$ cat config.mk
export PLATFORM = sky130hd
export DESIGN_NAME = faulty_line_table
export DESIGN_NICKNAME = d
export VERILOG_FILES = /design/src/rtl/core/fl_pkg.sv /design/src/rtl/core/fl_datapath.sv /design/src/rtl/core/fl_ctrl.sv /design/src/rtl/core/faulty_line_table.sv
export SDC_FILE = /design/constraint.sdc
export NUM_CORES = 2
export LEC_CHECK = 0
export BUFFER_PORTS_ARGS = -buffer_cell sky130_fd_sc_hd__buf_2
export CAP_MARGIN = 40
export CELL_PAD_IN_SITES_DETAIL_PLACEMENT = 0
export CELL_PAD_IN_SITES_GLOBAL_PLACEMENT = 2
export CORE_ASPECT_RATIO = 0.8
export CORE_UTILIZATION = 50
export CTS_BUF_LIST = sky130_fd_sc_hd__clkbuf_4
export CTS_CLUSTER_SIZE = 25
export DETAILED_ROUTE_END_ITERATION = 12
export PLACE_DENSITY = 0.89
export SETUP_SLACK_MARGIN = 0.02
export SYNTH_ARGS = -nofsm -noshare
export SYNTH_HDL_FRONTEND = slang
export SYNTH_SLANG_ARGS = --single-unit
$ cat constraint.sdc
create_clock -name aclk -period 9.1 [get_ports aclk]
set_input_delay 1.82 -clock aclk [delete_from_list [all_inputs] [get_ports aclk]]
set_output_delay 1.82 -clock aclk [all_outputs]
set_load 0.01 [all_outputs]
$ cat src/rtl/core/fl_pkg.sv
// ----------------------------------------------------------------------------
// fl_pkg
// Shared constants, request codes and controller/datapath bundles for the
// faulty line table.
// ----------------------------------------------------------------------------
package fl_pkg;

    // Default sizing of the table.
    localparam int DEF_ENTRIES   = 64;
    localparam int DEF_ADDR_BITS = 48;

    // Line size register.
    localparam int              LSL_W     = 4;
    localparam logic [LSL_W-1:0] LSL_RESET = 4'd6;

    // Request modes.
    localparam int              MODE_W         = 2;
    localparam logic [MODE_W-1:0] MODE_QUERY     = 2'd0;
    localparam logic [MODE_W-1:0] MODE_MARK      = 2'd1;
    localparam logic [MODE_W-1:0] MODE_MARK_PERM = 2'd2;
    localparam logic [MODE_W-1:0] MODE_UNMARK    = 2'd3;

    // Result word width: is_fault, is_permanent, table_full, zero padded.
    localparam int RES_W = 3;
    localparam int OUT_W = 8;

    // Commands from the controller to the datapath.
    typedef struct packed {
        logic start;    // capture the request word and reset the search
        logic idx_clr;  // return the entry counter to zero
        logic idx_inc;  // step the entry counter
        logic rd;       // read the entry at the counter
        logic clr_wr;   // invalidate the entry at the counter
        logic upd;      // write back the search outcome and load the result
    } fl_cmd_t;

    // Status from the datapath to the controller.
    typedef struct packed {
        logic last_idx; // counter is at the final entry
        logic out_free; // result register can take a new word
    } fl_sts_t;

endpackage

$ cat src/rtl/core/fl_datapath.sv
// ----------------------------------------------------------------------------
// fl_datapath
// Entry memory, entry counter, line compare, search tracking, write-back
// logic and the result register of the faulty line table.
// ----------------------------------------------------------------------------
module fl_datapath #(
    parameter int ENTRIES   = fl_pkg::DEF_ENTRIES,
    parameter int ADDR_BITS = fl_pkg::DEF_ADDR_BITS
) (
    input  logic                       aclk,
    input  logic                       aresetn,
    input  fl_pkg::fl_cmd_t            cmd,
    output fl_pkg::fl_sts_t            sts,
    input  logic                       cfg_we,
    input  logic [fl_pkg::LSL_W-1:0]   cfg_wdata,
    input  logic [fl_pkg::MODE_W-1:0]  req_mode,
    input  logic [ADDR_BITS-1:0]       req_address,
    input  logic                       res_ready,
    output logic                       res_valid,
    output logic [fl_pkg::RES_W-1:0]   res_data
);

    localparam int IDX_W = (ENTRIES > 1) ? $clog2(ENTRIES) : 1;
    // Entry layout: [0] fault, [1] permanent, line, then valid on top.
    localparam int ENT_W = ADDR_BITS + 3;
    localparam int VLD_B = ADDR_BITS + 2;

    logic [ENT_W-1:0]           mem [ENTRIES];
    logic [ENT_W-1:0]           rd_data_reg;
    logic                       rd_valid_reg;
    logic [IDX_W-1:0]           rd_idx_reg;
    logic [IDX_W-1:0]           idx_reg;

    logic [fl_pkg::LSL_W-1:0]   lsl_reg;
    logic [fl_pkg::MODE_W-1:0]  mode_reg;
    logic [ADDR_BITS-1:0]       line_reg;

    logic                       found_reg;
    logic [IDX_W-1:0]           found_idx_reg;
    logic                       found_f_reg;
    logic                       found_p_reg;
    logic                       free_reg;
    logic [IDX_W-1:0]           free_idx_reg;

    logic                       out_valid_reg;
    logic [fl_pkg::RES_W-1:0]   out_data_reg;

    logic [ADDR_BITS-1:0]       line_mask;
    logic                       e_valid;
    logic                       e_hit;
    logic                       new_f;
    logic                       new_p;
    logic                       full;
    logic                       wr_hit;
    logic [IDX_W-1:0]           upd_idx;
    logic                       wr_en;
    logic [IDX_W-1:0]           wr_idx;
    logic [ENT_W-1:0]           wr_data;
    logic                       is_mark;

    // Line size register.
    always_ff @(posedge aclk) begin
        if (!aresetn) begin
            lsl_reg <= fl_pkg::LSL_RESET;
        end else if (cfg_we) begin
            lsl_reg <= cfg_wdata;
        end
    end

    assign line_mask = {ADDR_BITS{1'b1}} << lsl_reg;

    // Request capture.
    always_ff @(posedge aclk) begin
        if (cmd.start) begin
            mode_reg <= req_mode;
            line_reg <= req_address & line_mask;
        end
    end

    // Entry counter, shared by the clearing pass and the search.
    always_ff @(posedge aclk) begin
        if (!aresetn) begin
            idx_reg <= '0;
        end else if (cmd.idx_clr) begin
            idx_reg <= '0;
        end else if (cmd.idx_inc) begin
            idx_reg <= idx_reg + IDX_W'(1);
        end
    end

    assign sts.last_idx = (idx_reg == IDX_W'(ENTRIES - 1));

    // Entry memory: one write port, one registered read port.
    always_ff @(posedge aclk) begin
        if (wr_en) begin
            mem[wr_idx] <= wr_data;
        end
    end

    always_ff @(posedge aclk) begin
        if (cmd.rd) begin
            rd_data_reg <= mem[idx_reg];
            rd_idx_reg  <= idx_reg;
        end
    end

    always_ff @(posedge aclk) begin
        if (!aresetn) begin
            rd_valid_reg <= 1'b0;
        end else begin
            rd_valid_reg <= cmd.rd;
        end
    end

    // Compare of the entry read in the previous cycle.
    assign e_valid = rd_data_reg[VLD_B];
    assign e_hit   = e_valid && (rd_data_reg[VLD_B-1:2] == line_reg);

    always_ff @(posedge aclk) begin
        if (!aresetn) begin
            found_reg <= 1'b0;
            free_reg  <= 1'b0;
        end else if (cmd.start) begin
            found_reg <= 1'b0;
            free_reg  <= 1'b0;
        end else if (rd_valid_reg) begin
            if (e_hit && !found_reg) begin
                found_reg <= 1'b1;
            end
            if (!e_valid && !free_reg) begin
                free_reg <= 1'b1;
            end
        end
    end

    always_ff @(posedge aclk) begin
        if (rd_valid_reg && e_hit && !found_reg) begin
            found_idx_reg <= rd_idx_reg;
            found_f_reg   <= rd_data_reg[0];
            found_p_reg   <= rd_data_reg[1];
        end
        if (rd_valid_reg && !e_valid && !free_reg) begin
            free_idx_reg <= rd_idx_reg;
        end
    end

    // Outcome of the search: new bits of the line and the entry to write.
    assign is_mark = (mode_reg == fl_pkg::MODE_MARK) || (mode_reg == fl_pkg::MODE_MARK_PERM);

    always_comb begin
        new_f   = 1'b0;
        new_p   = 1'b0;
        full    = 1'b0;
        wr_hit  = 1'b0;
        upd_idx = found_idx_reg;
        if (found_reg) begin
            new_f = found_f_reg;
            new_p = found_p_reg;
            case (mode_reg)
                fl_pkg::MODE_MARK:      new_f = 1'b1;
                fl_pkg::MODE_MARK_PERM: new_p = 1'b1;
                fl_pkg::MODE_UNMARK:    new_f = 1'b0;
                default:                new_f = found_f_reg;
            endcase
            wr_hit = (mode_reg != fl_pkg::MODE_QUERY);
        end else if (is_mark) begin
            if (free_reg) begin
                new_f   = (mode_reg == fl_pkg::MODE_MARK);
                new_p   = (mode_reg == fl_pkg::MODE_MARK_PERM);
                wr_hit  = 1'b1;
                upd_idx = free_idx_reg;
            end else begin
                full = 1'b1;
            end
        end
    end

    // An entry whose bits are both clear is written back as invalid.
    assign wr_en   = cmd.clr_wr || (cmd.upd && wr_hit);
    assign wr_idx  = cmd.clr_wr ? idx_reg : upd_idx;
    assign wr_data = cmd.clr_wr ? '0 : {(new_f | new_p), line_reg, new_p, new_f};

    // Result register.
    always_ff @(posedge aclk) begin
        if (!aresetn) begin
            out_valid_reg <= 1'b0;
        end else if (cmd.upd) begin
            out_valid_reg <= 1'b1;
        end else if (res_ready) begin
            out_valid_reg <= 1'b0;
        end
    end

    always_ff @(posedge aclk) begin
        if (cmd.upd) begin
            out_data_reg <= {full, new_p, new_f};
        end
    end

    assign sts.out_free = !out_valid_reg || res_ready;
    assign res_valid    = out_valid_reg;
    assign res_data     = out_data_reg;

endmodule

$ cat src/rtl/core/fl_ctrl.sv
// ----------------------------------------------------------------------------
// fl_ctrl
// Sequencer of the faulty line table: clearing pass, request acceptance,
// entry search, drain of the last compare and write-back.
// ----------------------------------------------------------------------------
module fl_ctrl (
    input  logic             aclk,
    input  logic             aresetn,
    input  logic             req_valid,
    output logic             req_ready,
    input  fl_pkg::fl_sts_t  sts,
    output fl_pkg::fl_cmd_t  cmd
);

    localparam logic [2:0] ST_CLEAR  = 3'd0;
    localparam logic [2:0] ST_IDLE   = 3'd1;
    localparam logic [2:0] ST_SCAN   = 3'd2;
    localparam logic [2:0] ST_DRAIN  = 3'd3;
    localparam logic [2:0] ST_UPDATE = 3'd4;

    logic [2:0] state_reg;
    logic [2:0] state_next;

    always_ff @(posedge aclk) begin
        if (!aresetn) begin
            state_reg <= ST_CLEAR;
        end else begin
            state_reg <= state_next;
        end
    end

    assign req_ready = (state_reg == ST_IDLE);

    always_comb begin
        state_next = state_reg;
        cmd        = '0;
        unique case (state_reg)
            ST_CLEAR: begin
                cmd.clr_wr = 1'b1;
                if (sts.last_idx) begin
                    cmd.idx_clr = 1'b1;
                    state_next  = ST_IDLE;
                end else begin
                    cmd.idx_inc = 1'b1;
                end
            end
            ST_IDLE: begin
                if (req_valid) begin
                    cmd.start  = 1'b1;
                    state_next = ST_SCAN;
                end
            end
            ST_SCAN: begin
                cmd.rd = 1'b1;
                if (sts.last_idx) begin
                    cmd.idx_clr = 1'b1;
                    state_next  = ST_DRAIN;
                end else begin
                    cmd.idx_inc = 1'b1;
                end
            end
            ST_DRAIN: begin
                state_next = ST_UPDATE;
            end
            ST_UPDATE: begin
                if (sts.out_free) begin
                    cmd.upd    = 1'b1;
                    state_next = ST_IDLE;
                end
            end
            default: begin
                state_next = ST_CLEAR;
            end
        endcase
    end

endmodule

$ cat src/rtl/core/faulty_line_table.sv
// ----------------------------------------------------------------------------
// faulty_line_table
// Table of faulty memory lines with fault and permanent marks, looked up by
// line-aligned address.
// ----------------------------------------------------------------------------
//
//  Channel   Direction  Word contents (lowest bit first)
//  s_axis    in         mode[1:0], address[ADDR_BITS-1:0], zero padding
//  m_axis    out        is_fault, is_permanent, table_full, zero padding
//  cfg       in         line_size_log2[3:0], written while cfg_we is high
//
// Each request word is captured when it is accepted; the entry memory is then
// walked entry by entry through its single read port, a drain state takes the
// last compare and an update state does the write-back. Only then can the
// next word be accepted.
// After reset the block runs a clearing pass over every entry of the entry
// memory, during which s_axis_tready stays low; configuration writes are
// taken during that pass.
// The result register frees the input side: a new request is accepted and
// searched while the previous result waits on m_axis_tready, and only the
// write-back waits for the result register to empty.
// ----------------------------------------------------------------------------
module faulty_line_table #(
    parameter int ENTRIES   = fl_pkg::DEF_ENTRIES,
    parameter int ADDR_BITS = fl_pkg::DEF_ADDR_BITS,
    // Request word width, rounded up to whole bytes.
    parameter int IN_W      = ((fl_pkg::MODE_W + ADDR_BITS + 7) / 8) * 8
) (
    input  logic                      aclk,
    input  logic                      aresetn,

    // Request channel.
    input  logic                      s_axis_tvalid,
    output logic                      s_axis_tready,
    // Fields from bit 0: mode (2 bits), address (ADDR_BITS bits), padding.
    input  logic [IN_W-1:0]           s_axis_tdata,

    // Result channel.
    output logic                      m_axis_tvalid,
    input  logic                      m_axis_tready,
    // Fields from bit 0: is_fault, is_permanent, table_full, padding.
    output logic [fl_pkg::OUT_W-1:0]  m_axis_tdata,

    // Line size register.
    input  logic                      cfg_we,
    input  logic [fl_pkg::LSL_W-1:0]  cfg_wdata
);

    fl_pkg::fl_cmd_t              cmd;
    fl_pkg::fl_sts_t              sts;
    logic [fl_pkg::RES_W-1:0]     res_data;

    // The controller owns the request handshake; the datapath captures the
    // request word whenever the controller issues its start command, which
    // is exactly the accepting edge.
    fl_ctrl u_ctrl (
        .aclk      (aclk),
        .aresetn   (aresetn),
        .req_valid (s_axis_tvalid),
        .req_ready (s_axis_tready),
        .sts       (sts),
        .cmd       (cmd)
    );

    fl_datapath #(
        .ENTRIES   (ENTRIES),
        .ADDR_BITS (ADDR_BITS)
    ) u_datapath (
        .aclk        (aclk),
        .aresetn     (aresetn),
        .cmd         (cmd),
        .sts         (sts),
        .cfg_we      (cfg_we),
        .cfg_wdata   (cfg_wdata),
        .req_mode    (s_axis_tdata[fl_pkg::MODE_W-1:0]),
        .req_address (s_axis_tdata[fl_pkg::MODE_W +: ADDR_BITS]),
        .res_ready   (m_axis_tready),
        .res_valid   (m_axis_tvalid),
        .res_data    (res_data)
    );

    // Unused upper bits of the result word are driven to zero.
    assign m_axis_tdata = {{(fl_pkg::OUT_W - fl_pkg::RES_W){1'b0}}, res_data};

endmodule

==> impl_metrics.yaml <==
status:
  status: "completed"
global_route:
  grt_first_pass_wirelength_mm: 454
  grt_pass1_vias: 67118
  antenna_found_initial: 15
  grt_overflow: 0
  grt_max_degree: 142
  grt_usage: 0.241
floorplanning:
  die_area_um2: 263000
  ios: 75
  coreArea_um2: 259000
  num_rows: 167
  die_height_um: 458
  die_w_um: 573
  start_util: 0.503
power:
  p_total_mw: 30.6
  ir_drop_v: 0.000119
  p_leak_nw: 47.5
  powerDensity_nw_per_um2: 207
worst_setup_path:
  crit_type: "reg2reg"
  cp-start-kind: "flop"
  worstPathArrival_ns: 6.00
  cp_cell_sequence: "inv_1, ha_1, and3b_1, o221ai_1, o21ai_1, nand2_1, nor2_4, buf_4"
  r2r_end: "u_datapath.mem[55][20]"
  startpoint: "u_datapath.mode_reg[0]"
  r2r_setup_slack_ns: 4.06
  cp_max_fo: 32
  end_kind: "flop"
  cpMaxStageDelayCell: "nor2_4"
  r2r_cells: 8
  worstPathRequired_ns: 10.06
  worstReg2RegStart: "u_datapath.mode_reg[0]"
  slowest_delay_ns: 0.92
sta:
  setup_tns_ns: 0
  period_needed_ns: 5.04
  maxSlewHeadroom: 0.247
  worstMarginPinSlew_ns: 1.13
  fmax_mhz: 198
  finalCritPeriodShare: 0.554
  clock_skew_ns: 0.113
  setup_viol: 0
  rsz0062_at_grt: "false"
  final_hold_viol_count: 0
  slew_violations: 0
drt:
  wl_mm: 318
  drtAntennaViolNets: 0
  initialDrtViolationCount: 8722
  drc: 0
  vias: 66124
  wire_per_inst_um: 29.5
  drt-pass1-iter-count: 6
  viasPerCell: 6.14
cts:
  clock_path_buffers: 4
  cts_sinks: 3405
  cts_hold_buf: 0
  ctsHtreeMaxLevel: 6
  ctsResizeCount: 0
  numCtsBuffers: 800
  clock-root-buffer: "clkbuf_4"
  tritoncts: "built"
  clk_latency_ns: 1.43
  postCtsSetupRepairBufs: 0
  clk_pin_slew_ns: 0.07
synthesis:
  syn_inst: 5896
  synth-seq-area-share: 0.784
  synth_most_common_cell: "edfxtp_1"
  syn_area_um2: 130000
  synthFlopType: "edfxtp_1"
  syn_area_per_cell_um2: 22.1
  yosys.area.top_type: "edfxtp_1"
  ys_warn_count: 0
  synthTopCellsByArea: "edfxtp_1 78%, mux4_2 12%, mux2i_1 3.1%"
  netlist.area_leader.share: 0.781
  ys_ff_latch: 3405
  synthTopCellsByCount: "3388 x edfxtp_1, 683 x mux4_2, 400 x mux2i_1, 137 x o22ai_1, 131 x clkbuf_1"
  synth-edff-count: 3388
  synth_cell_types: 57
  synth-async-reset-ratio: 0
hold_path:
  hold_path_depth: 0
  hold_path_end: "u_datapath.free_idx_reg[5]"
  min_path_type: "reg2reg"
  worstHoldStart: "u_datapath.rd_idx_reg[5]"
cells_and_area:
  stdcell_count: 10763
  fin_nets: 6770
  fillers: 18475
  largest_register_ffs: 3264
  areaGrowthSynthToFinish_pct: 13.5
  drive_above_1_share: 0.334
place:
  dp_hpwl_mm: 177
  gp_congestion: 0.862
  numPlacedInstances: 9336
  port_buffers: 63
flow_run:
  maxCapViolCount: 0
[cell type report]
class | instances | area [um2] | area share
clock inverter | 214 | 1090 | 0.00737
multi-input combinational | 2150 | 27000 | 0.183
timing repair buffer | 335 | 4440 | 0.0300
clock buffer | 1171 | 8790 | 0.0595
antenna | 15 | 37.5 | 0.000254
tap | 3464 | 4330 | 0.0293
inverter | 9 | 36.3 | 0.000245
sequential | 3405 | 102000 | 0.691
[through the flow]
| stage | setup WS, ns | cell area, um2 | utilization | hold WS, ns |
|---|---|---|---|---|
| CTS | 4.05 | 148000 | 0.570 | 0.401 |
| global placement | 3.78 | 135000 | 0.521 | 0.418 |
| detailed placement | 3.72 | 138000 | 0.532 | 0.419 |
| global route | 3.82 | 148000 | 0.571 | 0.442 |
| finish | 4.06 | 148000 | 0.571 | 0.380 |
| floorplan | 3.92 | 130000 | - | 0.400 |
[where the power goes]
group	switching, mW	total, mW	internal, mW
Sequential	0.0391	17.1	17.1
Combinational	0.829	1.57	0.744
Clock	5.86	11.9	6.09
Total	6.73	30.6	23.9
[routing by layer]
metal  part of all wire  vias to the layer above  track usage  routed length (um)
met2               0.46                     3979        0.361              146000
met3               0.12                      516       0.0767               39300
met1               0.39                    34513        0.338              123000
li1                   -                    27108            -                   -
met4              0.030                        8       0.0800                9400
met5            0.00030                        -            0                  95
[worst max path at each step]
| stage | to | slack (ns) | cells after the start |
|---|---|---|---|
| 2_1_floorplan | u_datapath.mem[21][0] | 3.92 | 4 |
| 3_3_place_gp | u_datapath.mem[46][30] | 3.78 | 6 |
| 3_5_place_dp | u_datapath.mem[54][41] | 3.72 | 6 |
| 4_1_cts | u_datapath.mem[61][0] | 4.05 | 8 |
| 5_1_grt | u_datapath.mem[54][31] | 3.82 | 8 |
| 6_report | u_datapath.mem[55][20] | 4.06 | 8 |
[layout by cell type (no fill, tap or decap), types with 25 or more instances in the layout]
cell      instances
edfxtp_1       3388
clkbuf_4       1175
mux4_2          683
mux2i_1         400
clkinv_1        164
buf_4           142
o22ai_1         137
a21oi_1         103
buf_16           86
buf_2            69
nand2_1          68
a211oi_1         68
a22oi_1          67
nor2_4           58
mux2_2           54
o221ai_1         52
and2_2           51
xnor2_1          51
a221oi_1         50
and2_1           41
o21ai_0          39
nor3_1           37
a211o_1          33
buf_12           26
nand3_1          25
[worst max-delay path, delay by kind of cell, from the launching register on]
kind / cells / cell delay [ns]
AO/OA/AOI/OAI: 2 / 0.96
adder cells (fa/ha/maj): 1 / 0.31
buffers and inverters: 2 / 0.81
flip-flops: 1 / 0.35
AND/OR/NAND/NOR: 3 / 2.20
[cell families (layout without fill, tap and decap cells)]
kind of cell | count (synthesis) | in the layout | synth area share
simple gates | 374 | 374 | 0.0149
fa+ha+maj | 4 | 4 | 0.000384
mux | 1137 | 1137 | 0.154
flops | 3405 | 3405 | 0.784
compound gates | 577 | 577 | 0.0304
xor+xnor | 53 | 53 | 0.00356
buf+inv | 345 | 1729 | 0.0133
other cells | 1 | 20 | 0.0000288
(Power assumes the default switching activity.)
